<file path="src/hdl/tsfc_pkg.sv">
// ----------------------------------------------------------------------------
// tsfc_pkg: shared types and constants of the thermal supervisor
// Event codes, register indexes, reset values and the structs that join the
// controller, the datapath and the register file.
// ----------------------------------------------------------------------------
`default_nettype none

package tsfc_pkg;

  // Event codes carried in the command field of an input word.
  typedef enum logic [1:0] {
    CMD_SAMPLE = 2'd0,
    CMD_TICK   = 2'd1,
    CMD_ALERT  = 2'd2,
    CMD_PIN    = 2'd3
  } cmd_e;

  // Register indexes on the configuration port.
  typedef enum logic [2:0] {
    REG_KILL_TEMP     = 3'd0,
    REG_WARN_TEMP     = 3'd1,
    REG_FAN_FULL_TEMP = 3'd2,
    REG_FAN_OFF_TEMP  = 3'd3,
    REG_MIN_FAN_DUTY  = 3'd4
  } reg_e;

  localparam int unsigned TempW  = 8;
  localparam int unsigned DutyW  = 7;
  localparam int unsigned AddrW  = 5;
  localparam int unsigned DataW  = 32;

  // Divider sizing: the quotient never exceeds the duty scale of 100.
  localparam int unsigned QuotW  = 7;
  localparam int unsigned RemW   = 15;
  localparam int unsigned StepW  = 3;

  localparam logic [DutyW-1:0] DutyScale = 7'd100;
  localparam logic [DutyW-1:0] DutyMax   = 7'd99;
  localparam logic [DutyW-1:0] DutyReset = 7'd50;

  localparam logic signed [TempW-1:0] KillTempReset    = 8'sd65;
  localparam logic signed [TempW-1:0] WarnTempReset    = 8'sd55;
  localparam logic signed [TempW-1:0] FanFullTempReset = 8'sd50;
  localparam logic signed [TempW-1:0] FanOffTempReset  = 8'sd35;
  localparam logic [DutyW-1:0]        MinFanDutyReset  = 7'd95;

  // Configuration values as seen by the datapath.
  typedef struct packed {
    logic signed [TempW-1:0] kill_temp;
    logic signed [TempW-1:0] warn_temp;
    logic signed [TempW-1:0] fan_full_temp;
    logic signed [TempW-1:0] fan_off_temp;
    logic [DutyW-1:0]        min_fan_duty;
  } cfg_t;

  // Commands from the controller to the datapath.
  typedef struct packed {
    logic load;
    logic step;
    logic finish;
    logic push;
  } ctrl_cmd_t;

  // Status from the datapath to the controller.
  typedef struct packed {
    logic div_last;
  } dp_status_t;

  // One result word.
  typedef struct packed {
    logic             power_enable;
    logic             ok_led;
    logic             err_led;
    logic [DutyW-1:0] fan_duty;
    logic             killed;
  } result_t;

endpackage

`default_nettype wire

</file>
<file path="src/hdl/tsfc_if.sv">
// ----------------------------------------------------------------------------
// tsfc_in_if / tsfc_out_if: event and result channels
// Valid/ready channels; a word moves at a clock edge with valid and ready high.
// ----------------------------------------------------------------------------
`default_nettype none

interface tsfc_in_if;
  logic              valid;
  logic              ready;
  logic [1:0]        command;
  logic signed [7:0] temperature;
  logic              reset_pin_high;

  modport source (output valid, command, temperature, reset_pin_high, input ready);
  modport sink   (input valid, command, temperature, reset_pin_high, output ready);
endinterface

interface tsfc_out_if;
  logic       valid;
  logic       ready;
  logic       power_enable;
  logic       ok_led;
  logic       err_led;
  logic [6:0] fan_duty;
  logic       killed;

  modport source (output valid, power_enable, ok_led, err_led, fan_duty, killed,
                  input ready);
  modport sink   (input valid, power_enable, ok_led, err_led, fan_duty, killed,
                  output ready);
endinterface

`default_nettype wire

</file>
<file path="src/hdl/tsfc_regs.sv">
// ----------------------------------------------------------------------------
// tsfc_regs: configuration register file
// APB-style slave holding the temperature thresholds and the fan duty floor.
// ----------------------------------------------------------------------------
`default_nettype none

module tsfc_regs (
  input  wire logic                        clk_i,
  input  wire logic                        rst_ni,
  input  wire logic                        psel,
  input  wire logic                        penable,
  input  wire logic                        pwrite,
  input  wire logic [tsfc_pkg::AddrW-1:0]  paddr,
  input  wire logic [tsfc_pkg::DataW-1:0]  pwdata,
  output logic      [tsfc_pkg::DataW-1:0]  prdata,
  output logic                             pready,
  output tsfc_pkg::cfg_t                   cfg_o
);
  import tsfc_pkg::*;

  cfg_t cfg_q;
  logic wr_en;
  reg_e idx;

  assign wr_en  = psel & penable & pwrite;
  assign idx    = reg_e'(paddr[AddrW-1:2]);
  assign pready = 1'b1;
  assign cfg_o  = cfg_q;

  // Register writes in the access phase.
  always_ff @(posedge clk_i or negedge rst_ni) begin
    if (!rst_ni) begin
      cfg_q.kill_temp     <= KillTempReset;
      cfg_q.warn_temp     <= WarnTempReset;
      cfg_q.fan_full_temp <= FanFullTempReset;
      cfg_q.fan_off_temp  <= FanOffTempReset;
      cfg_q.min_fan_duty  <= MinFanDutyReset;
    end else if (wr_en) begin
      case (idx)
        REG_KILL_TEMP:     cfg_q.kill_temp     <= pwdata[TempW-1:0];
        REG_WARN_TEMP:     cfg_q.warn_temp     <= pwdata[TempW-1:0];
        REG_FAN_FULL_TEMP: cfg_q.fan_full_temp <= pwdata[TempW-1:0];
        REG_FAN_OFF_TEMP:  cfg_q.fan_off_temp  <= pwdata[TempW-1:0];
        REG_MIN_FAN_DUTY:  cfg_q.min_fan_duty  <= pwdata[DutyW-1:0];
        default: ;
      endcase
    end
  end

  // Read-back; temperatures come back sign-extended.
  always_comb begin
    case (idx)
      REG_KILL_TEMP:     prdata = DataW'(cfg_q.kill_temp);
      REG_WARN_TEMP:     prdata = DataW'(cfg_q.warn_temp);
      REG_FAN_FULL_TEMP: prdata = DataW'(cfg_q.fan_full_temp);
      REG_FAN_OFF_TEMP:  prdata = DataW'(cfg_q.fan_off_temp);
      REG_MIN_FAN_DUTY:  prdata = DataW'(cfg_q.min_fan_duty);
      default:           prdata = '0;
    endcase
  end

endmodule

`default_nettype wire

</file>
<file path="src/hdl/tsfc_ctrl.sv">
// ----------------------------------------------------------------------------
// tsfc_ctrl: sequencing state machine
// Accepts an event word, runs the duty divider for samples and hands the
// finished result to the output register.
// ----------------------------------------------------------------------------
`default_nettype none

module tsfc_ctrl (
  input  wire logic              clk_i,
  input  wire logic              rst_ni,
  input  wire logic              in_valid_i,
  input  wire logic              is_sample_i,
  input  wire logic              out_free_i,
  input  wire tsfc_pkg::dp_status_t status_i,
  output logic                   in_ready_o,
  output tsfc_pkg::ctrl_cmd_t    cmd_o
);
  import tsfc_pkg::*;

  typedef enum logic [3:0] {
    S_IDLE = 4'b0001,
    S_DIV  = 4'b0010,
    S_FIN  = 4'b0100,
    S_DONE = 4'b1000
  } state_e;

  state_e state_q, state_d;
  logic   accept;

  assign in_ready_o = (state_q == S_IDLE);
  assign accept     = in_valid_i & in_ready_o;

  // Next state and datapath commands.
  always_comb begin
    state_d     = state_q;
    cmd_o       = '0;
    cmd_o.load  = accept;
    case (state_q)
      S_IDLE: begin
        if (accept) begin
          state_d = is_sample_i ? S_DIV : S_DONE;
        end
      end
      S_DIV: begin
        cmd_o.step = 1'b1;
        if (status_i.div_last) begin
          state_d = S_FIN;
        end
      end
      S_FIN: begin
        cmd_o.finish = 1'b1;
        state_d      = S_DONE;
      end
      S_DONE: begin
        if (out_free_i) begin
          cmd_o.push = 1'b1;
          state_d    = S_IDLE;
        end
      end
      default: state_d = S_IDLE;
    endcase
  end

  always_ff @(posedge clk_i or negedge rst_ni) begin
    if (!rst_ni) begin
      state_q <= S_IDLE;
    end else begin
      state_q <= state_d;
    end
  end

  // The last divide step always leads to the duty update.
  a_div_to_fin: assert property (@(posedge clk_i) disable iff (!rst_ni)
    (state_q == S_DIV && status_i.div_last) |=> (state_q == S_FIN))
    else $error("divider did not hand over to the duty update");

endmodule

`default_nettype wire

</file>
<file path="src/hdl/tsfc_dp.sv">
// ----------------------------------------------------------------------------
// tsfc_dp: supervisor state and fan duty datapath
// Holds power, LED and duty state; applies events and computes the ramp duty
// with a restoring divider that resolves one quotient bit per cycle.
// ----------------------------------------------------------------------------
`default_nettype none

module tsfc_dp (
  input  wire logic                        clk_i,
  input  wire logic                        rst_ni,
  input  wire tsfc_pkg::cfg_t              cfg_i,
  input  wire tsfc_pkg::ctrl_cmd_t         cmd_i,
  input  wire logic [1:0]                  command_i,
  input  wire logic signed [tsfc_pkg::TempW-1:0] temperature_i,
  input  wire logic                        reset_pin_high_i,
  output tsfc_pkg::dp_status_t             status_o,
  output tsfc_pkg::result_t                result_o
);
  import tsfc_pkg::*;

  // Supervisor state.
  logic             killed_q, power_q, ok_q, err_q;
  logic [DutyW-1:0] duty_q;

  // Divider registers.
  logic [RemW-1:0]  rem_q;
  logic [TempW-1:0] span_q;
  logic [QuotW-1:0] quot_q;
  logic [StepW-1:0] step_q;
  logic             empty_q;

  // Sample decode.
  cmd_e                    cmd;
  logic                    fault, hot_kill, hot_warn, empty;
  logic signed [TempW:0]   span;
  logic signed [TempW-1:0] tc;
  logic signed [TempW:0]   diff;
  logic [RemW-1:0]         num;

  // Divide step and duty finish.
  logic [RemW-1:0]  divisor_sh;
  logic             take;
  logic [DutyW-1:0] quot_cap, floor_duty, duty_new;

  assign cmd = cmd_e'(command_i);

  // Thresholds and ramp numerator for a new sample.
  always_comb begin
    fault    = (temperature_i == '0);
    hot_kill = fault || (temperature_i >= cfg_i.kill_temp);
    hot_warn = (temperature_i >= cfg_i.warn_temp);
    span     = (TempW+1)'(cfg_i.fan_full_temp) - (TempW+1)'(cfg_i.fan_off_temp);
    empty    = (span <= 0);
    if (fault || temperature_i > cfg_i.fan_full_temp) begin
      tc = cfg_i.fan_full_temp;
    end else begin
      tc = temperature_i;
    end
    if (tc < cfg_i.fan_off_temp) begin
      tc = cfg_i.fan_off_temp;
    end
    diff = (TempW+1)'(tc) - (TempW+1)'(cfg_i.fan_off_temp);
    num  = RemW'(diff[TempW-1:0]) * RemW'(DutyScale);
  end

  // One quotient bit per cycle, most significant first.
  always_comb begin
    divisor_sh = RemW'(span_q) << step_q;
    take       = (rem_q >= divisor_sh);
  end

  // Cap, floor and empty ramp applied to the quotient.
  always_comb begin
    quot_cap   = (quot_q > DutyMax) ? DutyMax : quot_q;
    floor_duty = (cfg_i.min_fan_duty > DutyMax) ? DutyMax : cfg_i.min_fan_duty;
    duty_new   = empty_q ? '0 : quot_cap;
    if (duty_new != '0 && duty_new < floor_duty) begin
      duty_new = floor_duty;
    end
  end

  // Divider registers.
  always_ff @(posedge clk_i) begin
    if (cmd_i.load) begin
      rem_q   <= empty ? '0 : num;
      span_q  <= empty ? TempW'(1) : span[TempW-1:0];
      empty_q <= empty;
      quot_q  <= '0;
      step_q  <= StepW'(QuotW - 1);
    end else if (cmd_i.step) begin
      if (take) begin
        rem_q          <= rem_q - divisor_sh;
        quot_q[step_q] <= 1'b1;
      end
      step_q <= step_q - 1'b1;
    end
  end

  // Event handling on the supervisor state.
  always_ff @(posedge clk_i or negedge rst_ni) begin
    if (!rst_ni) begin
      killed_q <= 1'b0;
      power_q  <= 1'b1;
      ok_q     <= 1'b0;
      err_q    <= 1'b0;
      duty_q   <= DutyReset;
    end else begin
      if (cmd_i.load) begin
        case (cmd)
          CMD_SAMPLE: begin
            if (hot_kill) begin
              killed_q <= 1'b1;
              power_q  <= 1'b0;
              ok_q     <= 1'b0;
              err_q    <= 1'b1;
            end else if (hot_warn) begin
              ok_q  <= 1'b0;
              err_q <= 1'b1;
            end else begin
              ok_q  <= 1'b1;
              err_q <= 1'b0;
            end
          end
          CMD_TICK: begin
            if (killed_q) begin
              err_q <= ~err_q;
            end
          end
          CMD_ALERT: begin
            killed_q <= 1'b1;
            power_q  <= 1'b0;
          end
          CMD_PIN: begin
            killed_q <= ~reset_pin_high_i;
            power_q  <= reset_pin_high_i;
          end
          default: ;
        endcase
      end
      if (cmd_i.finish) begin
        duty_q <= duty_new;
      end
    end
  end

  assign status_o.div_last      = (step_q == '0);
  assign result_o.power_enable  = power_q;
  assign result_o.ok_led        = ok_q;
  assign result_o.err_led       = err_q;
  assign result_o.fan_duty      = duty_q;
  assign result_o.killed        = killed_q;

  // Power is on exactly when the supervisor is not latched off.
  a_kill_power: assert property (@(posedge clk_i) disable iff (!rst_ni)
    killed_q != power_q)
    else $error("killed and power enable disagree");

  // The duty never leaves the percent range.
  a_duty_range: assert property (@(posedge clk_i) disable iff (!rst_ni)
    duty_q <= DutyMax)
    else $error("fan duty above maximum");

  // The remainder stays below twice the current shifted divisor.
  a_rem_bound: assert property (@(posedge clk_i) disable iff (!rst_ni)
    cmd_i.step |-> (16'(rem_q) < (16'(span_q) << (4'(step_q) + 4'd1))))
    else $error("divider remainder out of range");

endmodule

`default_nettype wire

</file>
<file path="src/hdl/thermal_supervisor_fan_control.sv">
// ----------------------------------------------------------------------------
// thermal_supervisor_fan_control: thermal supervisor with fan duty ramp
// Applies temperature, tick, alert and reset-pin events to the power, LED and
// fan state and reports the state after each event.
//
//   Channel  Direction  Handshake            Word
//   in_i     in         valid/ready          command, temperature, reset_pin_high
//   out_o    out        valid/ready          power_enable, ok_led, err_led,
//                                            fan_duty, killed
//   APB      in         psel/penable/pready  five config registers at 4*i
//
// A sample passes through seven divide steps, one duty update and the hand-over
// to the output register; other events go straight to the hand-over. The next
// event is taken the cycle after the hand-over, never while one is in progress.
// A sink stall holds the next result in the datapath and the controller in its
// done state until the output register frees, blocking the input.
// Reset restores the configuration and supervisor state; divider data needs none.
// ----------------------------------------------------------------------------
`default_nettype none

module thermal_supervisor_fan_control (
  input  wire logic                        clk_i,
  input  wire logic                        rst_ni,
  tsfc_in_if.sink                          in_i,
  tsfc_out_if.source                       out_o,
  input  wire logic                        psel,
  input  wire logic                        penable,
  input  wire logic                        pwrite,
  input  wire logic [tsfc_pkg::AddrW-1:0]  paddr,
  input  wire logic [tsfc_pkg::DataW-1:0]  pwdata,
  output logic      [tsfc_pkg::DataW-1:0]  prdata,
  output logic                             pready
);
  import tsfc_pkg::*;

  cfg_t       cfg;
  ctrl_cmd_t  cmd;
  dp_status_t status;
  result_t    result;
  result_t    out_q;
  logic       out_valid_q;
  logic       out_free;
  logic       is_sample;

  assign is_sample = (cmd_e'(in_i.command) == CMD_SAMPLE);
  assign out_free  = ~out_valid_q | out_o.ready;

  tsfc_regs u_regs (
    .clk_i   (clk_i),
    .rst_ni  (rst_ni),
    .psel    (psel),
    .penable (penable),
    .pwrite  (pwrite),
    .paddr   (paddr),
    .pwdata  (pwdata),
    .prdata  (prdata),
    .pready  (pready),
    .cfg_o   (cfg)
  );

  tsfc_ctrl u_ctrl (
    .clk_i       (clk_i),
    .rst_ni      (rst_ni),
    .in_valid_i  (in_i.valid),
    .is_sample_i (is_sample),
    .out_free_i  (out_free),
    .status_i    (status),
    .in_ready_o  (in_i.ready),
    .cmd_o       (cmd)
  );

  tsfc_dp u_dp (
    .clk_i            (clk_i),
    .rst_ni           (rst_ni),
    .cfg_i            (cfg),
    .cmd_i            (cmd),
    .command_i        (in_i.command),
    .temperature_i    (in_i.temperature),
    .reset_pin_high_i (in_i.reset_pin_high),
    .status_o         (status),
    .result_o         (result)
  );

  // Output register: holds a finished word until the sink takes it.
  always_ff @(posedge clk_i or negedge rst_ni) begin
    if (!rst_ni) begin
      out_valid_q <= 1'b0;
    end else if (cmd.push) begin
      out_valid_q <= 1'b1;
    end else if (out_o.ready) begin
      out_valid_q <= 1'b0;
    end
  end

  always_ff @(posedge clk_i) begin
    if (cmd.push) begin
      out_q <= result;
    end
  end

  assign out_o.valid        = out_valid_q;
  assign out_o.power_enable = out_q.power_enable;
  assign out_o.ok_led       = out_q.ok_led;
  assign out_o.err_led      = out_q.err_led;
  assign out_o.fan_duty     = out_q.fan_duty;
  assign out_o.killed       = out_q.killed;

endmodule

`default_nettype wire

</file>
<file path="src/flat_wrapper.sv">
// flat-port wrapper written by rule: the top's interface ports become plain ports
module thermal_supervisor_fan_control_flat import tsfc_pkg::*;
  (clk_i, rst_ni, psel, penable, pwrite, paddr, pwdata, prdata, pready, in_i_valid, in_i_command, in_i_temperature, in_i_reset_pin_high, in_i_ready, out_o_valid, out_o_power_enable, out_o_ok_led, out_o_err_led, out_o_fan_duty, out_o_killed, out_o_ready);
  tsfc_in_if in_i_i ();
  tsfc_out_if out_o_i ();
  input  wire logic clk_i;
  input  wire logic rst_ni;
  input  wire logic psel;
  input  wire logic penable;
  input  wire logic pwrite;
  input  wire logic [tsfc_pkg::AddrW-1:0] paddr;
  input  wire logic [tsfc_pkg::DataW-1:0] pwdata;
  output logic      [tsfc_pkg::DataW-1:0] prdata;
  output logic pready;
  input wire logic [$bits(in_i_i.valid)-1:0] in_i_valid;
  input wire logic [$bits(in_i_i.command)-1:0] in_i_command;
  input wire logic [$bits(in_i_i.temperature)-1:0] in_i_temperature;
  input wire logic [$bits(in_i_i.reset_pin_high)-1:0] in_i_reset_pin_high;
  output wire logic [$bits(in_i_i.ready)-1:0] in_i_ready;
  output wire logic [$bits(out_o_i.valid)-1:0] out_o_valid;
  output wire logic [$bits(out_o_i.power_enable)-1:0] out_o_power_enable;
  output wire logic [$bits(out_o_i.ok_led)-1:0] out_o_ok_led;
  output wire logic [$bits(out_o_i.err_led)-1:0] out_o_err_led;
  output wire logic [$bits(out_o_i.fan_duty)-1:0] out_o_fan_duty;
  output wire logic [$bits(out_o_i.killed)-1:0] out_o_killed;
  input wire logic [$bits(out_o_i.ready)-1:0] out_o_ready;
  assign in_i_i.valid = in_i_valid;
  assign in_i_i.command = in_i_command;
  assign in_i_i.temperature = in_i_temperature;
  assign in_i_i.reset_pin_high = in_i_reset_pin_high;
  assign in_i_ready = in_i_i.ready;
  assign out_o_valid = out_o_i.valid;
  assign out_o_power_enable = out_o_i.power_enable;
  assign out_o_ok_led = out_o_i.ok_led;
  assign out_o_err_led = out_o_i.err_led;
  assign out_o_fan_duty = out_o_i.fan_duty;
  assign out_o_killed = out_o_i.killed;
  assign out_o_i.ready = out_o_ready;
  thermal_supervisor_fan_control u_core (.clk_i(clk_i), .rst_ni(rst_ni), .in_i(in_i_i), .out_o(out_o_i), .psel(psel), .penable(penable), .pwrite(pwrite), .paddr(paddr), .pwdata(pwdata), .prdata(prdata), .pready(pready));
endmodule
</file>
<file path="config.mk">
export PLATFORM = sky130hd
export DESIGN_NAME = thermal_supervisor_fan_control_flat
export DESIGN_NICKNAME = d
export VERILOG_FILES = /design/src/hdl/tsfc_pkg.sv /design/src/hdl/tsfc_if.sv /design/src/hdl/tsfc_regs.sv /design/src/hdl/tsfc_ctrl.sv /design/src/hdl/tsfc_dp.sv /design/src/hdl/thermal_supervisor_fan_control.sv /design/src/flat_wrapper.sv
export SDC_FILE = /design/constraint.sdc
export NUM_CORES = 1
export LEC_CHECK = 0
export BUFFER_PORTS_ARGS = -buffer_cell sky130_fd_sc_hd__buf_2
export CORE_ASPECT_RATIO = 0.75
export CORE_MARGIN = 3
export CORE_UTILIZATION = 25
export CTS_CLUSTER_SIZE = 30
export DETAILED_ROUTE_END_ITERATION = 7
export PLACE_DENSITY = 0.45
export SLEW_MARGIN = 20
export SYNTH_ARGS = -nofsm -noshare
export SYNTH_HDL_FRONTEND = slang
export SYNTH_HIERARCHICAL = 1
export SYNTH_SLANG_ARGS = --single-unit
</file>
<file path="constraint.sdc">
create_clock -name clk_i -period 8.2 [get_ports clk_i]
set_input_delay 1.23 -clock clk_i [delete_from_list [all_inputs] [get_ports clk_i]]
set_output_delay 1.23 -clock clk_i [all_outputs]
set_load 0.05 [all_outputs]
</file>
After elaboration in Yosys (flattened, before gate mapping)

Cells that the tools add are included.

Flip-flop bits (word level): 100
Logic and storage cells: 122
Input bits: 55

$add $sub $neg: 4
Multiply operators: 1
Order comparisons: 11
Shift operators: 1
Reductions and logical operators: 25
Bitwise operators: 8
Eq/ne operators: 16
Muxes and demuxes: 34

Operators with widths:

| kind                                                           | count |
|---|---|
| one-hot mux 32 bit (5 select lines)                            | 1 |
| two-way mux 15 bit                                             | 4 |
| two-way mux 7 bit                                              | 4 |
| greater-or-equal comparator 8 bit                              | 2 |
| two-way mux 4 bit                                              | 4 |
| two-way mux 8 bit                                              | 2 |
| one-hot mux 4 bit (4 select lines)                             | 1 |
| AND reduction 2 bit                                            | 8 |
| greater-or-equal comparator 15 bit                             | 1 |
| << shifter 8 x 3 -> 15 bit                                     | 1 |
| subtractor 15 bit                                              | 1 |
| > comparator 7 bit, second input constant                      | 2 |
| two-way mux 1 bit                                              | 14 |
| multiplier 8 x 5 -> 13 bit, second input constant              | 1 |
| less-or-equal comparator 9 x 1 -> 1 bit, second input constant | 1 |
| AND reduction 3 bit                                            | 3 |
| subtractor 8 x 8 -> 9 bit                                      | 1 |
| > comparator 8 bit                                             | 1 |
| zero test 8 bit                                                | 1 |
| < comparator 8 bit                                             | 1 |
| nonzero test 2 bit                                             | 4 |
| subtractor 8 bit                                               | 1 |
| < comparator 7 bit                                             | 1 |
| OR 7 bit                                                       | 1 |
| 26 further kinds                                               | 39 |

Longest topological paths before layout

Gate-level depths: netlist of the first run.

Word-level depth: 9
Mapped depth: 35
Depth with buffers taken out: 34

Modules after synthesis

The synthesis of the first run kept the hierarchy.

Modules (own cells, without submodules):

| module                         | times used | cells an instance | sequential area each (um2) | area each (um2) |
|---|---|---|---|---|
| tsfc_dp                        | 1          | 623               | 1201.2                     | 5424.0 |
| tsfc_regs                      | 1          | 159               | 999.7                      | 2113.3 |
| thermal_supervisor_fan_control | 1          | 15                | 355.3                      | 381.6 |
| tsfc_ctrl                      | 1          | 26                | 101.3                      | 252.7 |

Worst setup path before layout of the first run

Ideal clock, no wire load.

Path kind: input-to-reg
Start: input port in_i_temperature[5]
End: register u_core.u_dp.rem_q[14], data pin
Stages on the path: 33
Path buffers: 1
Data required time: 8.042 ns
Arrival time: 7.870 ns
Library setup time: 0.158 ns
Slack: 0.172 ns
Cell sequence: ha_1 a21o_1 a2111oi_4 a211oi_2 nor3_2 o21ai_0 ha_1 clkinv_16 or4_1 o311ai_1 a21oi_2 a21o_1 buf_6 mux2_4 ha_1 fa_1 nor2b_1 o21ai_0 nand2b_1 xor2_1 ha_1 ha_1 inv_1 fa_1 inv_1 ha_1 o21ai_0 a21boi_0 o21ai_0 a21oi_1 xor2_1 nand2_1 o211ai_1

Longest elaborated chain between the ends: 9
Elaborated cells on any way between the ends: 10
Those cells by class: add/sub: 1; mul: 1; order compare: 2; mux: 4; reduce/logical: 2

Ends and longest elaborated chain:

| item                                                         | RTL line                     | RTL |
|---|---|---|
| start: declaration                                           | flat_wrapper.sv:17           | `input wire logic [$bits(in_i_i.temperature)-1:0] in_i_temperature;` |
| > comparator 8 bit / zero test 8 bit (equally long branches) | tsfc_dp.sv:54, tsfc_dp.sv:49 |  |
| logical OR 1 bit                                             | tsfc_dp.sv:54                | `if (fault \|\| temperature_i > cfg_i.fan_full_temp) begin` |
| two-way mux 8 bit (*)                                        | tsfc_dp.sv:54                |  |
| < comparator 8 bit                                           | tsfc_dp.sv:59                | `if (tc < cfg_i.fan_off_temp) begin` |
| two-way mux 8 bit (*)                                        | tsfc_dp.sv:59                |  |
| subtractor 8 bit (*)                                         | tsfc_dp.sv:62                | `diff = (TempW+1)'(tc) - (TempW+1)'(cfg_i.fan_off_temp);` |
| multiplier 8 x 5 -> 13 bit (*)                               | tsfc_dp.sv:63                | `num = RemW'(diff[TempW-1:0]) * RemW'(DutyScale);` |
| two-way mux 15 bit (*)                                       | tsfc_dp.sv:85                | `rem_q <= empty ? '0 : num;` |
| two-way mux 15 bit (*)                                       | tsfc_dp.sv:84                | `if (cmd_i.load) begin` |
| end signal: assignment                                       | tsfc_dp.sv:85                |  |
| end signal: assignment                                       | tsfc_dp.sv:92                | `rem_q <= rem_q - divisor_sh;` |
| end: declaration                                             | tsfc_dp.sv:26                | `logic [RemW-1:0] rem_q;` |

Every way passes the cells marked *; elsewhere a longest branch is shown, timed or not.
A chain may end at the register's enable or synchronous reset.

Worst setup path after layout of the first run

Ends and elaborated chain as after synthesis.

==> run_summary.xml, run 1 <==
<?xml version="1.0" encoding="UTF-8"?>
<metrics>
  <group name="run_status">
    <metric name="outcome" unit="">finished clean</metric>
  </group>
  <group name="setup_path">
    <metric name="number_of_cells_traversed_by_the_worst_register_to_register_path" unit="">34</metric>
    <metric name="timing.critical_path.fanout_max" unit="">10</metric>
    <metric name="most_frequent_cell_on_the_critical_path" unit="">sky130_fd_sc_hd__ha_1</metric>
    <metric name="worstSetupEndpointType" unit="">register</metric>
    <metric name="critical_path.reg2reg.startpoint" unit="">u_core/u_regs/cfg_o[20]$_DFFE_PN1P_</metric>
    <metric name="timing_worst_setup_path_type" unit="">input pin to register</metric>
    <metric name="worst_r2r_endpoint" unit="">u_core/u_dp/rem_q[14]$_DFFE_PP_</metric>
    <metric name="timing.critical_path.slowest_stage_cell" unit="">sky130_fd_sc_hd__a2111oi_2</metric>
    <metric name="critPathLaunch" unit="">in_i_temperature[5]</metric>
    <metric name="cpPeakStageDelay" unit="ns">0.39</metric>
    <metric name="startpoint_type" unit="">input pin</metric>
    <metric name="critPathArrivalTime" unit="ns">7.98</metric>
    <metric name="setup.reg_to_reg.worst_slack" unit="ns">0.70</metric>
    <metric name="critPathRequiredTime" unit="ns">8.41</metric>
  </group>
  <group name="grt">
    <metric name="grt_pass1_vias" unit="">5845</metric>
    <metric name="grt_antenna_before_repair" unit="">0</metric>
    <metric name="gr-usage-all-layers" unit="%">12.1</metric>
    <metric name="overflow" unit="">0</metric>
    <metric name="grt_pass1_wl" unit="mm">33.3</metric>
    <metric name="grt_start_max_net_pins" unit="">56</metric>
  </group>
  <group name="clock_network">
    <metric name="ctsRootBufferMaster" unit="">sky130_fd_sc_hd__clkbuf_16</metric>
    <metric name="cts_tree" unit="">yes</metric>
    <metric name="ctsLongestPathBuffers" unit="">2</metric>
    <metric name="clock_transition_at_the_registers_of_the_reported_paths" unit="ns">0.08</metric>
    <metric name="cts.sink_count" unit="">100</metric>
    <metric name="htreeDepth" unit="">3</metric>
    <metric name="cts_buffers" unit="">9</metric>
    <metric name="clock_latency" unit="ns">0.37</metric>
  </group>
  <group name="die">
    <metric name="floorplan.io_pins" unit="">101</metric>
    <metric name="die_area" unit="µm²">34900</metric>
    <metric name="chipWidth" unit="µm">215</metric>
    <metric name="floorplan.initialDensity" unit="%">25.7</metric>
    <metric name="die-height" unit="µm">163</metric>
    <metric name="fp-row-count" unit="">56</metric>
    <metric name="design.core.area" unit="µm²">31700</metric>
  </group>
  <group name="logic_synthesis">
    <metric name="synth-async-reset-ratio" unit="%">55.0</metric>
    <metric name="netlist-cell-type-count" unit="">83</metric>
    <metric name="netlist.top_cell.by_area" unit="">sky130_fd_sc_hd__ha_1</metric>
    <metric name="synth_top_area_share" unit="%">14.9</metric>
    <metric name="netlist_instances" unit="">823</metric>
    <metric name="synth.top_cells.by_area" unit="">sky130_fd_sc_hd__ha_1 15%, sky130_fd_sc_hd__edfxtp_1 13%, sky130_fd_sc_hd__dfrtp_1 9.5%, sky130_fd_sc_hd__dfstp_2 7.7%, sky130_fd_sc_hd__mux2_2 5.6%</metric>
    <metric name="area_of_the_mapped_netlist" unit="µm²">8170</metric>
    <metric name="synth_sequential_area_ratio" unit="%">32.5</metric>
    <metric name="yosysWarnings" unit="">6</metric>
    <metric name="synth_fp_nets" unit="">981</metric>
    <metric name="dominantRegCellSynth" unit="">sky130_fd_sc_hd__edfxtp_1</metric>
    <metric name="synth-edff-count" unit="">35</metric>
    <metric name="syn_avg_cell_area" unit="µm²">9.93</metric>
    <metric name="postSynthRegisterBits" unit="">100</metric>
  </group>
  <group name="detailed_routing">
    <metric name="avgViaCountPerCell" unit="">4.55</metric>
    <metric name="routed_wl" unit="mm">21.5</metric>
    <metric name="num_vias" unit="">6157</metric>
    <metric name="dr.pass1.iters" unit="">5</metric>
    <metric name="drt_iter0_drc" unit="">388</metric>
    <metric name="drc_errors" unit="">0</metric>
    <metric name="avgRoutedWirePerCell" unit="µm">15.9</metric>
    <metric name="drt.antenna.violating_nets" unit="">0</metric>
  </group>
  <group name="final_layout">
    <metric name="layout-area-overhead-vs-synth" unit="%">16.6</metric>
    <metric name="fill_cells" unit="">3361</metric>
    <metric name="final_core_util" unit="%">30.0</metric>
    <metric name="multi_input_area" unit="µm²">4950</metric>
    <metric name="n_antenna_cell" unit="">0</metric>
    <metric name="final_layout_size_suffix_gt1_share" unit="%">27.7</metric>
    <metric name="final-seq-area" unit="µm²">2660</metric>
    <metric name="final_nets" unit="">1070</metric>
  </group>
  <group name="sta">
    <metric name="timing_max_transition_violations_final" unit="">0</metric>
    <metric name="fin_crit" unit="ns">7.77</metric>
    <metric name="final_report_setup_violation_count" unit="">0</metric>
    <metric name="grt_setup_unrepaired" unit="">false</metric>
    <metric name="fmax" unit="MHz">129</metric>
    <metric name="hold_violations" unit="">0</metric>
    <metric name="clock_skew" unit="ns">0.0150</metric>
    <metric name="tightestPinTransition" unit="ns">1.06</metric>
    <metric name="worst_hold_slack" unit="ns">0.454</metric>
    <metric name="timing.final.crit_share" unit="%">94.8</metric>
    <metric name="slew-limit-headroom" unit="%">29.4</metric>
  </group>
  <group name="place">
    <metric name="hpwl" unit="mm">16.5</metric>
    <metric name="port-buffer-count" unit="">73</metric>
    <metric name="finalWeightedCongestion" unit="">0.787</metric>
  </group>
  <group name="hold_path">
    <metric name="hold_class" unit="">register to register</metric>
    <metric name="hp-start" unit="">u_core/u_dp/ok_q$_DFFE_PN0P_</metric>
    <metric name="hold_depth" unit="">0</metric>
    <metric name="holdPathEnd" unit="">u_core/out_o.ok_led$_DFFE_PP_</metric>
  </group>
  <group name="run">
    <metric name="drv_cap" unit="">0</metric>
  </group>
</metrics>
==> cells by family after synthesis <==
group | share of synthesized area (%)
AND/OR/NAND/NOR | 15.0
flip-flops | 32.5
multiplexers | 10.5
buffers and inverters | 7.43
XOR/XNOR | 3.11
AO/OA/AOI/OAI | 15.1
other | 0.0459
adder cells (fa/ha/maj) | 16.3
==> cell usage in the layout (no fill, tap or decap), types with 5 or more instances in the layout <==
cell                        Yosys  layout
sky130_fd_sc_hd__ha_1          97      96
sky130_fd_sc_hd__buf_2          5      73
sky130_fd_sc_hd__inv_1         62      62
sky130_fd_sc_hd__buf_4         31      57
sky130_fd_sc_hd__nand2_1       51      51
sky130_fd_sc_hd__nor2_1        44      44
sky130_fd_sc_hd__mux2_2        41      41
sky130_fd_sc_hd__a21oi_1       40      40
sky130_fd_sc_hd__edfxtp_1      35      35
sky130_fd_sc_hd__dfrtp_1       31      31
sky130_fd_sc_hd__o21ai_0       31      28
sky130_fd_sc_hd__dfstp_2       24      24
sky130_fd_sc_hd__nor2b_1       23      22
sky130_fd_sc_hd__nand2b_1      16      16
sky130_fd_sc_hd__xnor2_1       17      16
sky130_fd_sc_hd__o22ai_1       16      16
sky130_fd_sc_hd__nand3_1       15      15
sky130_fd_sc_hd__mux2i_1       15      15
sky130_fd_sc_hd__mux2_4        15      15
sky130_fd_sc_hd__a21o_1        13      13
sky130_fd_sc_hd__nor3_1        12      12
sky130_fd_sc_hd__xor2_1        12      12
sky130_fd_sc_hd__dfxtp_1       10      10
sky130_fd_sc_hd__clkbuf_16      0       9
sky130_fd_sc_hd__o21a_1         9       9
sky130_fd_sc_hd__o2bb2ai_1      9       9
sky130_fd_sc_hd__and2_1         9       8
sky130_fd_sc_hd__or3_1          8       8
sky130_fd_sc_hd__o21ai_1        7       8
sky130_fd_sc_hd__nor3b_1        7       7
sky130_fd_sc_hd__fa_1           6       6
sky130_fd_sc_hd__a22oi_1        6       6
sky130_fd_sc_hd__or4_1          5       5
==> Yosys cell counts (16+ instances only) <==
cell type / number
sky130_fd_sc_hd__edfxtp_1: 35
sky130_fd_sc_hd__dfrtp_1: 31
sky130_fd_sc_hd__nand2_1: 51
sky130_fd_sc_hd__nor2_1: 44
sky130_fd_sc_hd__ha_1: 97
sky130_fd_sc_hd__inv_1: 62
sky130_fd_sc_hd__nor2b_1: 23
sky130_fd_sc_hd__nand2b_1: 16
sky130_fd_sc_hd__a21oi_1: 40
sky130_fd_sc_hd__o21ai_0: 31
sky130_fd_sc_hd__dfstp_2: 24
sky130_fd_sc_hd__mux2_2: 41
sky130_fd_sc_hd__buf_4: 31
sky130_fd_sc_hd__o22ai_1: 16
sky130_fd_sc_hd__xnor2_1: 17
==> worst max-delay path, delay by kind of cell <==
kind | cells | cell delay (ns)
muxes | 1 | 0.32
adders and majority gates | 7 | 2.05
AOI/OAI and AO/OA | 13 | 2.46
and+or+nand+nor | 6 | 0.92
buffers and inverters | 5 | 0.67
xor gates and xnor gates | 2 | 0.33
==> per-layer routing <==
| metal | GRT usage, % | part of all wire [%] | up-vias |
|---|---|---|---|
| met5 | 0 | 0 | - |
| met4 | 2.36 | 0.83 | 0 |
| met3 | 2.98 | 4.1 | 10 |
| met2 | 16.4 | 39 | 95 |
| met1 | 19.1 | 56 | 2916 |
| li1 | - | - | 3136 |
==> worst max path at each step <==
stage | to | slack, ns | depth (start not counted)
detailed placement | u_core/u_dp/rem_q[14]$_DFFE_PP_ | -0.34 | 33
CTS | u_core/u_dp/rem_q[14]$_DFFE_PP_ | 0.03 | 33
floorplan | u_core/u_dp/rem_q[14]$_DFFE_PP_ | 0.17 | 33
global route | u_core/u_dp/rem_q[14]$_DFFE_PP_ | 0.004 | 34
finish | u_core/u_dp/rem_q[14]$_DFFE_PP_ | 0.43 | 34
global placement | u_core/u_dp/rem_q[14]$_DFFE_PP_ | -0.29 | 30
==> registers in the layout, indices dropped and copies added, names as in the netlist <==
name	flops
u_core/u_dp/killed_q	1
u_core/u_dp/rem_q	15
u_core/out_o.err_led	1
u_core/out_o.power_enable	1
u_core/u_dp/empty_q	1
u_core/u_dp/power_q	1
u_core/u_dp/err_q	1
u_core/u_dp/step_q	3
u_core/u_dp/span_q	8
u_core/u_dp/duty_q	7
u_core/u_dp/ok_q	1
u_core/out_o.valid	1
u_core/u_dp/quot_q	7
u_core/out_o.killed	1
u_core/out_o.fan_duty	7
u_core/u_regs/cfg_o	39
u_core/out_o.ok_led	1
u_core/u_ctrl/state_q	4
==> stage by stage <==
stage | TNS [ns] | setup slack [ns] | cell area (µm²) | std cells
4_1_cts | 0 | 0.0251 | 9490 | 1351
2_1_floorplan | 0 | 0.172 | 8170 | 823
6_report | 0 | 0.426 | 9530 | 1352
3_5_place_dp | -0.740 | -0.340 | 9180 | 1335
3_3_place_gp | -0.709 | -0.288 | 9180 | 1335
5_1_grt | 0 | 0.00405 | 9530 | 1352
==> final cells by class <==
cell class | count | share of cell area, %
multi-input combinational | 605 | 52.0
sequential | 100 | 27.9
timing repair buffer | 130 | 8.33
tap | 435 | 5.71
inverter | 66 | 2.88
clock buffer | 10 | 2.40
clock inverter | 6 | 0.827
==> repair_timing <==
action,CTS,global route
gates resized for setup,0,10
hold buffers,0,0
buffers inserted,0,1
setup endpoints to repair,0,5
Power of run 1 is left out: the tool's default activity adds up to more than one toggle a clock period on the data nets, which glitch-free logic cannot reach.
==> run 2: changes to the inputs <==
--- a/config.mk
+++ b/config.mk
@@ -5,10 +5,12 @@
 export SDC_FILE = /design/constraint.sdc
 export NUM_CORES = 1
 export LEC_CHECK = 0
+export ABC_AREA = 1
 export BUFFER_PORTS_ARGS = -buffer_cell sky130_fd_sc_hd__buf_2
 export CORE_ASPECT_RATIO = 0.75
 export CORE_MARGIN = 3
 export CORE_UTILIZATION = 25
+export CTS_BUF_LIST = sky130_fd_sc_hd__clkbuf_4 sky130_fd_sc_hd__clkbuf_8
 export CTS_CLUSTER_SIZE = 30
 export DETAILED_ROUTE_END_ITERATION = 7
 export PLACE_DENSITY = 0.45
==> run 2 against run 1 <==
Flip-flop and latch count did not move. Final cell count rose by 16%. Hold slack improved by 0.0054 ns. Wire length up 6.0%. Synthesized cell count rose by 30%. Cell area shrank 3.1%. Global-route usage is 0.90 points higher. Synthesized area up 2.2%. Via count up 14%. First-iteration DRC count grew 43%.
==> run_summary.xml, run 2 <==
<?xml version="1.0" encoding="UTF-8"?>
<metrics>
  <group name="die">
    <metric name="design.core.area" unit="µm²">32700</metric>
    <metric name="chipWidth" unit="µm">217</metric>
    <metric name="floorplan.io_pins" unit="">101</metric>
    <metric name="fp-row-count" unit="">57</metric>
    <metric name="die_area" unit="µm²">35700</metric>
    <metric name="floorplan.initialDensity" unit="%">25.6</metric>
    <metric name="die-height" unit="µm">164</metric>
  </group>
  <group name="final_layout">
    <metric name="n_antenna_cell" unit="">0</metric>
    <metric name="final_nets" unit="">1274</metric>
    <metric name="layout-area-overhead-vs-synth" unit="%">10.5</metric>
    <metric name="final_layout_size_suffix_gt1_share" unit="%">16.4</metric>
    <metric name="layout.cells.most_common" unit="">sky130_fd_sc_hd__nand2_1</metric>
    <metric name="fill_cells" unit="">3637</metric>
    <metric name="largest_reg_flops" unit="">39</metric>
    <metric name="most_frequent_cells_in_the_layout" unit="">239 x sky130_fd_sc_hd__nand2_1, 139 x sky130_fd_sc_hd__inv_1, 96 x sky130_fd_sc_hd__ha_1</metric>
  </group>
  <group name="logic_synthesis">
    <metric name="synth-edff-count" unit="">35</metric>
    <metric name="ys_top_cells_by_count" unit="">239 x sky130_fd_sc_hd__nand2_1, 139 x sky130_fd_sc_hd__inv_1, 97 x sky130_fd_sc_hd__ha_1</metric>
    <metric name="netlist.top_cell.by_area" unit="">sky130_fd_sc_hd__ha_1</metric>
    <metric name="synth_top_area_share" unit="%">14.5</metric>
    <metric name="dominantRegCellSynth" unit="">sky130_fd_sc_hd__edfxtp_1</metric>
    <metric name="synth_fp_nets" unit="">1231</metric>
    <metric name="postSynthRegisterBits" unit="">100</metric>
    <metric name="netlist_instances" unit="">1073</metric>
    <metric name="synth-async-reset-ratio" unit="%">55.0</metric>
    <metric name="netlist-cell-type-count" unit="">59</metric>
    <metric name="synth.most_common_cell" unit="">sky130_fd_sc_hd__nand2_1</metric>
    <metric name="synth.top_cells.by_area" unit="">sky130_fd_sc_hd__ha_1 15%, sky130_fd_sc_hd__edfxtp_1 13%, sky130_fd_sc_hd__nand2_1 11%, sky130_fd_sc_hd__dfrtp_1 9.3%, sky130_fd_sc_hd__dfstp_2 7.6%</metric>
    <metric name="syn_avg_cell_area" unit="µm²">7.78</metric>
    <metric name="synth_sequential_area_ratio" unit="%">31.8</metric>
    <metric name="area_of_the_mapped_netlist" unit="µm²">8350</metric>
    <metric name="yosysWarnings" unit="">6</metric>
  </group>
  <group name="sta">
    <metric name="fmax" unit="MHz">133</metric>
    <metric name="slew-limit-headroom" unit="%">33.4</metric>
    <metric name="tightestPinTransition" unit="ns">0.999</metric>
    <metric name="finalSetupTns" unit="ns">0</metric>
    <metric name="clock_skew" unit="ns">0.0140</metric>
    <metric name="timing_max_transition_violations_final" unit="">0</metric>
    <metric name="final_report_setup_violation_count" unit="">0</metric>
    <metric name="worst_hold_slack" unit="ns">0.460</metric>
    <metric name="hold_violations" unit="">0</metric>
    <metric name="fin_crit" unit="ns">7.51</metric>
    <metric name="timing.final.crit_share" unit="%">91.6</metric>
  </group>
  <group name="hold_path">
    <metric name="hold_class" unit="">register to register</metric>
    <metric name="hold_depth" unit="">0</metric>
  </group>
  <group name="detailed_routing">
    <metric name="routed_wl" unit="mm">22.7</metric>
    <metric name="drt_iter0_drc" unit="">556</metric>
    <metric name="avgViaCountPerCell" unit="">4.48</metric>
    <metric name="met2RoutedLength" unit="mm">8.68</metric>
    <metric name="drt.antenna.violating_nets" unit="">0</metric>
    <metric name="route.layer.met1.wl" unit="mm">12.8</metric>
    <metric name="num_vias" unit="">7001</metric>
    <metric name="avgRoutedWirePerCell" unit="µm">14.5</metric>
    <metric name="routed-wl-met3" unit="mm">1.11</metric>
    <metric name="dr.pass1.iters" unit="">4</metric>
    <metric name="maxUsedRoutingLayer" unit="">met4</metric>
    <metric name="drc_errors" unit="">0</metric>
  </group>
  <group name="grt">
    <metric name="gr-usage-all-layers" unit="%">13.0</metric>
    <metric name="overflow" unit="">0</metric>
    <metric name="grt_pass1_vias" unit="">6508</metric>
    <metric name="grt_pass1_wl" unit="mm">36.2</metric>
    <metric name="grt_antenna_before_repair" unit="">0</metric>
    <metric name="grt_start_max_net_pins" unit="">56</metric>
  </group>
  <group name="clock_network">
    <metric name="ctsRootBufferMaster" unit="">sky130_fd_sc_hd__clkbuf_8</metric>
    <metric name="cts_buffers" unit="">9</metric>
    <metric name="cts_tree" unit="">yes</metric>
    <metric name="ctsLongestPathBuffers" unit="">2</metric>
    <metric name="htreeDepth" unit="">3</metric>
    <metric name="clock_transition_at_the_registers_of_the_reported_paths" unit="ns">0.12</metric>
    <metric name="clock_latency" unit="ns">0.42</metric>
    <metric name="cts.sink_count" unit="">100</metric>
  </group>
  <group name="place">
    <metric name="finalWeightedCongestion" unit="">0.813</metric>
    <metric name="port-buffer-count" unit="">73</metric>
    <metric name="hpwl" unit="mm">18.0</metric>
  </group>
  <group name="setup_path">
    <metric name="cpPeakStageDelay" unit="ns">0.49</metric>
    <metric name="timing.critical_path.slowest_stage_cell" unit="">sky130_fd_sc_hd__fa_1</metric>
    <metric name="timing_worst_setup_path_type" unit="">input pin to register</metric>
    <metric name="startpoint_type" unit="">input pin</metric>
    <metric name="most_frequent_cell_on_the_critical_path" unit="">sky130_fd_sc_hd__nand2_1</metric>
    <metric name="critPathArrivalTime" unit="ns">7.68</metric>
    <metric name="timing.critical_path.fanout_max" unit="">15</metric>
    <metric name="worstSetupEndpointType" unit="">register</metric>
    <metric name="number_of_cells_traversed_by_the_worst_register_to_register_path" unit="">41</metric>
    <metric name="critPathRequiredTime" unit="ns">8.37</metric>
  </group>
  <group name="run_status">
    <metric name="outcome" unit="">finished clean</metric>
  </group>
  <group name="run">
    <metric name="drv_cap" unit="">0</metric>
  </group>
</metrics>
==> run 2: cell types whose count changed in the layout (fill, tap and decap cells not counted), sizes merged, moves of 21 or more <==
cell	delta
nand3	+60
nand2	+204
a21oi	+21
o21ai	+45
mux2	-56
buf	-48
inv	+79
nor2	+39
nor2b	-23
==> run 2: metal layers <==
layer | up-vias | GRT usage, %
met5 | - | 0
met4 | 0 | 2.70
met3 | 12 | 2.37
li1 | 3640 | -
met1 | 3203 | 21.1
met2 | 146 | 17.5
==> run 2: cell families (layout without fill, tap and decap cells) <==
group / after synthesis / count (layout) / synth area share, %
AOI/OAI and AO/OA: 191 / 191 / 13.5
xor gates and xnor gates: 22 / 22 / 2.40
adders and majority gates: 103 / 103 / 16.0
buffers and inverters: 199 / 247 / 10.7
DFF: 100 / 100 / 31.8
muxes: 2 / 2 / 0.240
other: 1 / 1 / 0.0449
and+or+nand+nor: 455 / 455 / 25.3
==> run 2: timing repair <==
item,CTS,global route
endpoints found under the setup margin,0,1
hold buffers,0,0
setup buffers,0,2
endpoints found under the hold margin,0,0
resized for setup,0,3
==> run 2: stage by stage <==
stage	cells	worst slack (ns)	util (%)	instance area, µm²
after global placement	1545	0.247	27.5	8990
after CTS	1561	0.662	28.2	9210
final	1563	0.688	28.3	9230
after global routing	1563	-0.0107	28.3	9230
after floorplan	1073	0.887	-	8350
after detailed placement	1545	0.179	27.5	8990
==> run 2: path summary, 6_finish.rpt <==
path                                                     start                                   to  slack [ns]
max                                        in_i_temperature[7]      u_core/u_dp/rem_q[14]$_DFFE_PP_        0.69
max in group asynchronous                               rst_ni  u_core/u_regs/cfg_o[18]$_DFFE_PN0P_        6.73
min reg2reg                  u_core/u_dp/duty_q[2]$_DFFE_PN0P_   u_core/out_o.fan_duty[2]$_DFFE_PP_        0.46
max reg2reg                u_core/u_regs/cfg_o[16]$_DFFE_PN1P_      u_core/u_dp/rem_q[14]$_DFFE_PP_        0.95
min                          u_core/u_dp/duty_q[2]$_DFFE_PN0P_   u_core/out_o.fan_duty[2]$_DFFE_PP_        0.46
min in group asynchronous                               rst_ni       u_core/out_o.valid$_DFFE_PN0P_        0.93
==> run 2: cell type report <==
class | instances | area [µm²] | share of cell area, %
Multi-Input combinational cell | 774 | 4810 | 52.1
Sequential cell | 100 | 2660 | 28.8
Inverter | 149 | 566 | 6.13
Tap cell | 442 | 553 | 5.99
Timing Repair Buffer | 82 | 433 | 4.69
Clock buffer | 9 | 124 | 1.34
Clock inverter | 7 | 88.8 | 0.962
==> run 2: worst max-delay path, delay by kind of cell <==
| family | cells | cell delay (ns) |
|---|---|---|
| and+or+nand+nor | 18 | 1.61 |
| adders and majority gates | 8 | 2.65 |
| AOI/OAI and AO/OA | 7 | 1.35 |
| xor gates and xnor gates | 2 | 0.39 |
| buffers and inverters | 5 | 0.45 |
Power of run 2 is left out for the same reason.
==> run 3: changes to the inputs <==
--- a/config.mk
+++ b/config.mk
@@ -5,7 +5,6 @@
 export SDC_FILE = /design/constraint.sdc
 export NUM_CORES = 1
 export LEC_CHECK = 0
-export ABC_AREA = 1
 export BUFFER_PORTS_ARGS = -buffer_cell sky130_fd_sc_hd__buf_2
 export CORE_ASPECT_RATIO = 0.75
 export CORE_MARGIN = 3
==> run 3 against run 2 <==
Non-clock buffer count rose by 47. Global-route usage decreased by 0.88 points. Critical path depth is 6 lower. Sequential share of layout area is 0.59 points lower. Register-to-register slack worse by 0.26 ns. Cell area up 2.1%. Clock skew rose by 0.0086 ns. Largest cell class unchanged. Fmax is 2.9% lower. Worst setup slack lost 0.23 ns.
==> run_summary.xml, run 3 (synthesis results as in run 1) <==
<?xml version="1.0" encoding="UTF-8"?>
<metrics>
  <group name="clock_network">
    <metric name="cts_setup_buffers" unit="">0</metric>
    <metric name="ctsRootBufferMaster" unit="">sky130_fd_sc_hd__clkbuf_8</metric>
    <metric name="ctsLongestPathBuffers" unit="">2</metric>
    <metric name="clock_transition_at_the_registers_of_the_reported_paths" unit="ns">0.12</metric>
    <metric name="cts.sink_count" unit="">100</metric>
    <metric name="htreeDepth" unit="">3</metric>
    <metric name="post_cts_resized" unit="">0</metric>
    <metric name="hold_buffers" unit="">0</metric>
    <metric name="cts_buffers" unit="">9</metric>
    <metric name="clock_latency" unit="ns">0.41</metric>
    <metric name="cts_tree" unit="">yes</metric>
  </group>
  <group name="sta">
    <metric name="timing.final.ws_setup" unit="ns">0.460</metric>
    <metric name="final_report_setup_violation_count" unit="">0</metric>
    <metric name="tightestPinTransition" unit="ns">1.08</metric>
    <metric name="hold_violations" unit="">0</metric>
    <metric name="fmax" unit="MHz">129</metric>
    <metric name="slew-limit-headroom" unit="%">28.0</metric>
    <metric name="grt_setup_unrepaired" unit="">false</metric>
    <metric name="fin_crit" unit="ns">7.74</metric>
    <metric name="worst_hold_slack" unit="ns">0.462</metric>
    <metric name="timing.final.crit_share" unit="%">94.4</metric>
    <metric name="clock_skew" unit="ns">0.0226</metric>
    <metric name="timing_max_transition_violations_final" unit="">0</metric>
  </group>
  <group name="grt">
    <metric name="grt_antenna_before_repair" unit="">0</metric>
    <metric name="grt_pass1_vias" unit="">5863</metric>
    <metric name="grt_start_max_net_pins" unit="">56</metric>
    <metric name="grt_pass1_wl" unit="mm">33.4</metric>
    <metric name="overflow" unit="">0</metric>
    <metric name="gr-usage-all-layers" unit="%">12.2</metric>
  </group>
  <group name="setup_path">
    <metric name="cpPeakStageDelay" unit="ns">0.39</metric>
    <metric name="critPathRequiredTime" unit="ns">8.45</metric>
    <metric name="timing_worst_setup_path_type" unit="">input pin to register</metric>
    <metric name="cell_family_with_the_largest_share_of_critical_path_delay" unit="">compound AO/OA/AOI/OAI gates</metric>
    <metric name="most_frequent_cell_on_the_critical_path" unit="">sky130_fd_sc_hd__ha_1</metric>
    <metric name="startpoint_type" unit="">input pin</metric>
    <metric name="timing.critical_path.slowest_stage_cell" unit="">sky130_fd_sc_hd__a2111oi_2</metric>
    <metric name="worstSetupEndpointType" unit="">register</metric>
    <metric name="timing.critical_path.fanout_max" unit="">12</metric>
    <metric name="critPathArrivalTime" unit="ns">7.99</metric>
    <metric name="cp_num_buf_inv" unit="">5</metric>
  </group>
  <group name="detailed_routing">
    <metric name="drt_iter0_drc" unit="">383</metric>
    <metric name="avgRoutedWirePerCell" unit="µm">15.9</metric>
    <metric name="drt.antenna.violating_nets" unit="">0</metric>
    <metric name="num_vias" unit="">6135</metric>
    <metric name="dr.pass1.iters" unit="">6</metric>
    <metric name="avgViaCountPerCell" unit="">4.54</metric>
    <metric name="drc_errors" unit="">0</metric>
    <metric name="routed_wl" unit="mm">21.5</metric>
  </group>
  <group name="place">
    <metric name="finalWeightedCongestion" unit="">0.787</metric>
    <metric name="port-buffer-count" unit="">73</metric>
    <metric name="hpwl" unit="mm">16.5</metric>
    <metric name="place_worst_setup_slack" unit="ns">-0.340</metric>
  </group>
  <group name="final_layout">
    <metric name="layout-area-overhead-vs-synth" unit="%">15.3</metric>
    <metric name="most_frequent_cells_in_the_layout" unit="">96 x sky130_fd_sc_hd__ha_1, 73 x sky130_fd_sc_hd__buf_2, 62 x sky130_fd_sc_hd__inv_1</metric>
    <metric name="final-seq-area" unit="µm²">2660</metric>
    <metric name="multi_input_area" unit="µm²">4950</metric>
    <metric name="layout.cells.most_common" unit="">sky130_fd_sc_hd__ha_1</metric>
    <metric name="final_layout_size_suffix_gt1_share" unit="%">27.7</metric>
    <metric name="n_antenna_cell" unit="">0</metric>
    <metric name="fill_cells" unit="">3376</metric>
    <metric name="final_nets" unit="">1069</metric>
    <metric name="largest_reg_flops" unit="">39</metric>
  </group>
  <group name="die">
    <metric name="design.core.area" unit="µm²">31700</metric>
    <metric name="chipWidth" unit="µm">215</metric>
    <metric name="fp-row-count" unit="">56</metric>
    <metric name="floorplan.initialDensity" unit="%">25.7</metric>
    <metric name="die-height" unit="µm">163</metric>
    <metric name="floorplan.io_pins" unit="">101</metric>
    <metric name="die_area" unit="µm²">34900</metric>
  </group>
  <group name="run">
    <metric name="drv_cap" unit="">0</metric>
  </group>
  <group name="hold_path">
    <metric name="hold_class" unit="">register to register</metric>
  </group>
  <group name="run_status">
    <metric name="outcome" unit="">finished clean</metric>
  </group>
</metrics>
## run 3: cell count changes in the layout (fill, tap and decap cells not counted), moves of 22 or more
| cell | previous run | this run |
|---|---|---|
| sky130_fd_sc_hd__mux2_2 | 0 | 41 |
| sky130_fd_sc_hd__inv_1 | 139 | 62 |
| sky130_fd_sc_hd__nand3_1 | 66 | 15 |
| sky130_fd_sc_hd__nor2_1 | 72 | 44 |
| sky130_fd_sc_hd__buf_4 | 9 | 56 |
| sky130_fd_sc_hd__nor2b_1 | 0 | 22 |
| sky130_fd_sc_hd__nand2_1 | 239 | 51 |
| sky130_fd_sc_hd__o21ai_0 | 72 | 28 |
## run 3: stage by stage
stage	instance area [µm²]	std cells	utilization, %	TNS [ns]
2_1_floorplan	8170	823	-	0
3_3_place_gp	9180	1335	28.9	-0.709
6_report	9420	1351	29.7	0
4_1_cts	9390	1351	29.6	0
3_5_place_dp	9180	1335	28.9	-0.740
5_1_grt	9420	1351	29.7	0
## run 3: routing by layer
| metal | track usage [%] | wire length (µm) | vias up |
|---|---|---|---|
| met2 | 16.5 | 8360 | 94 |
| met3 | 2.98 | 910 | 10 |
| met5 | 0 | 0 | - |
| li1 | - | - | 3132 |
| met1 | 19.1 | 12100 | 2899 |
| met4 | 2.27 | 167 | 0 |
## run 3: final cells by class
cell class                 instances  share of cell area, %
inverter                          66                   2.91
clock buffer                      10                   1.39
timing repair buffer             129                   8.34
tap                              435                   5.78
sequential                       100                   28.2
multi-input combinational        605                   52.5
clock inverter                     6                  0.837
## run 3: path summary, 6_finish.rpt
path                       slack, ns                                 from  cells after the start                                    to
max                             0.46                  in_i_temperature[5]                     34       u_core/u_dp/rem_q[14]$_DFFE_PP_
min                             0.46         u_core/u_dp/ok_q$_DFFE_PN0P_                      0         u_core/out_o.ok_led$_DFFE_PP_
max reg2reg                     0.69  u_core/u_regs/cfg_o[20]$_DFFE_PN1P_                     34       u_core/u_dp/rem_q[14]$_DFFE_PP_
min reg2reg                     0.46         u_core/u_dp/ok_q$_DFFE_PN0P_                      0         u_core/out_o.ok_led$_DFFE_PP_
max in group asynchronous       6.70                               rst_ni                      2   u_core/u_regs/cfg_o[11]$_DFFE_PN0P_
min in group asynchronous       0.93                               rst_ni                      2  u_core/u_ctrl/state_q[1]$_DFFE_PN0P_
## run 3: worst register-to-register path, delay by kind of cell (launching register included)
kind,cells,cell delay [ns]
muxes,1,0.32
adders and majority gates,7,2.08
DFF,1,0.60
buffers and inverters,5,0.66
AOI/OAI and AO/OA,13,2.46
xor gates and xnor gates,2,0.33
and+or+nand+nor,6,0.93
Power of run 3 is left out for the same reason.
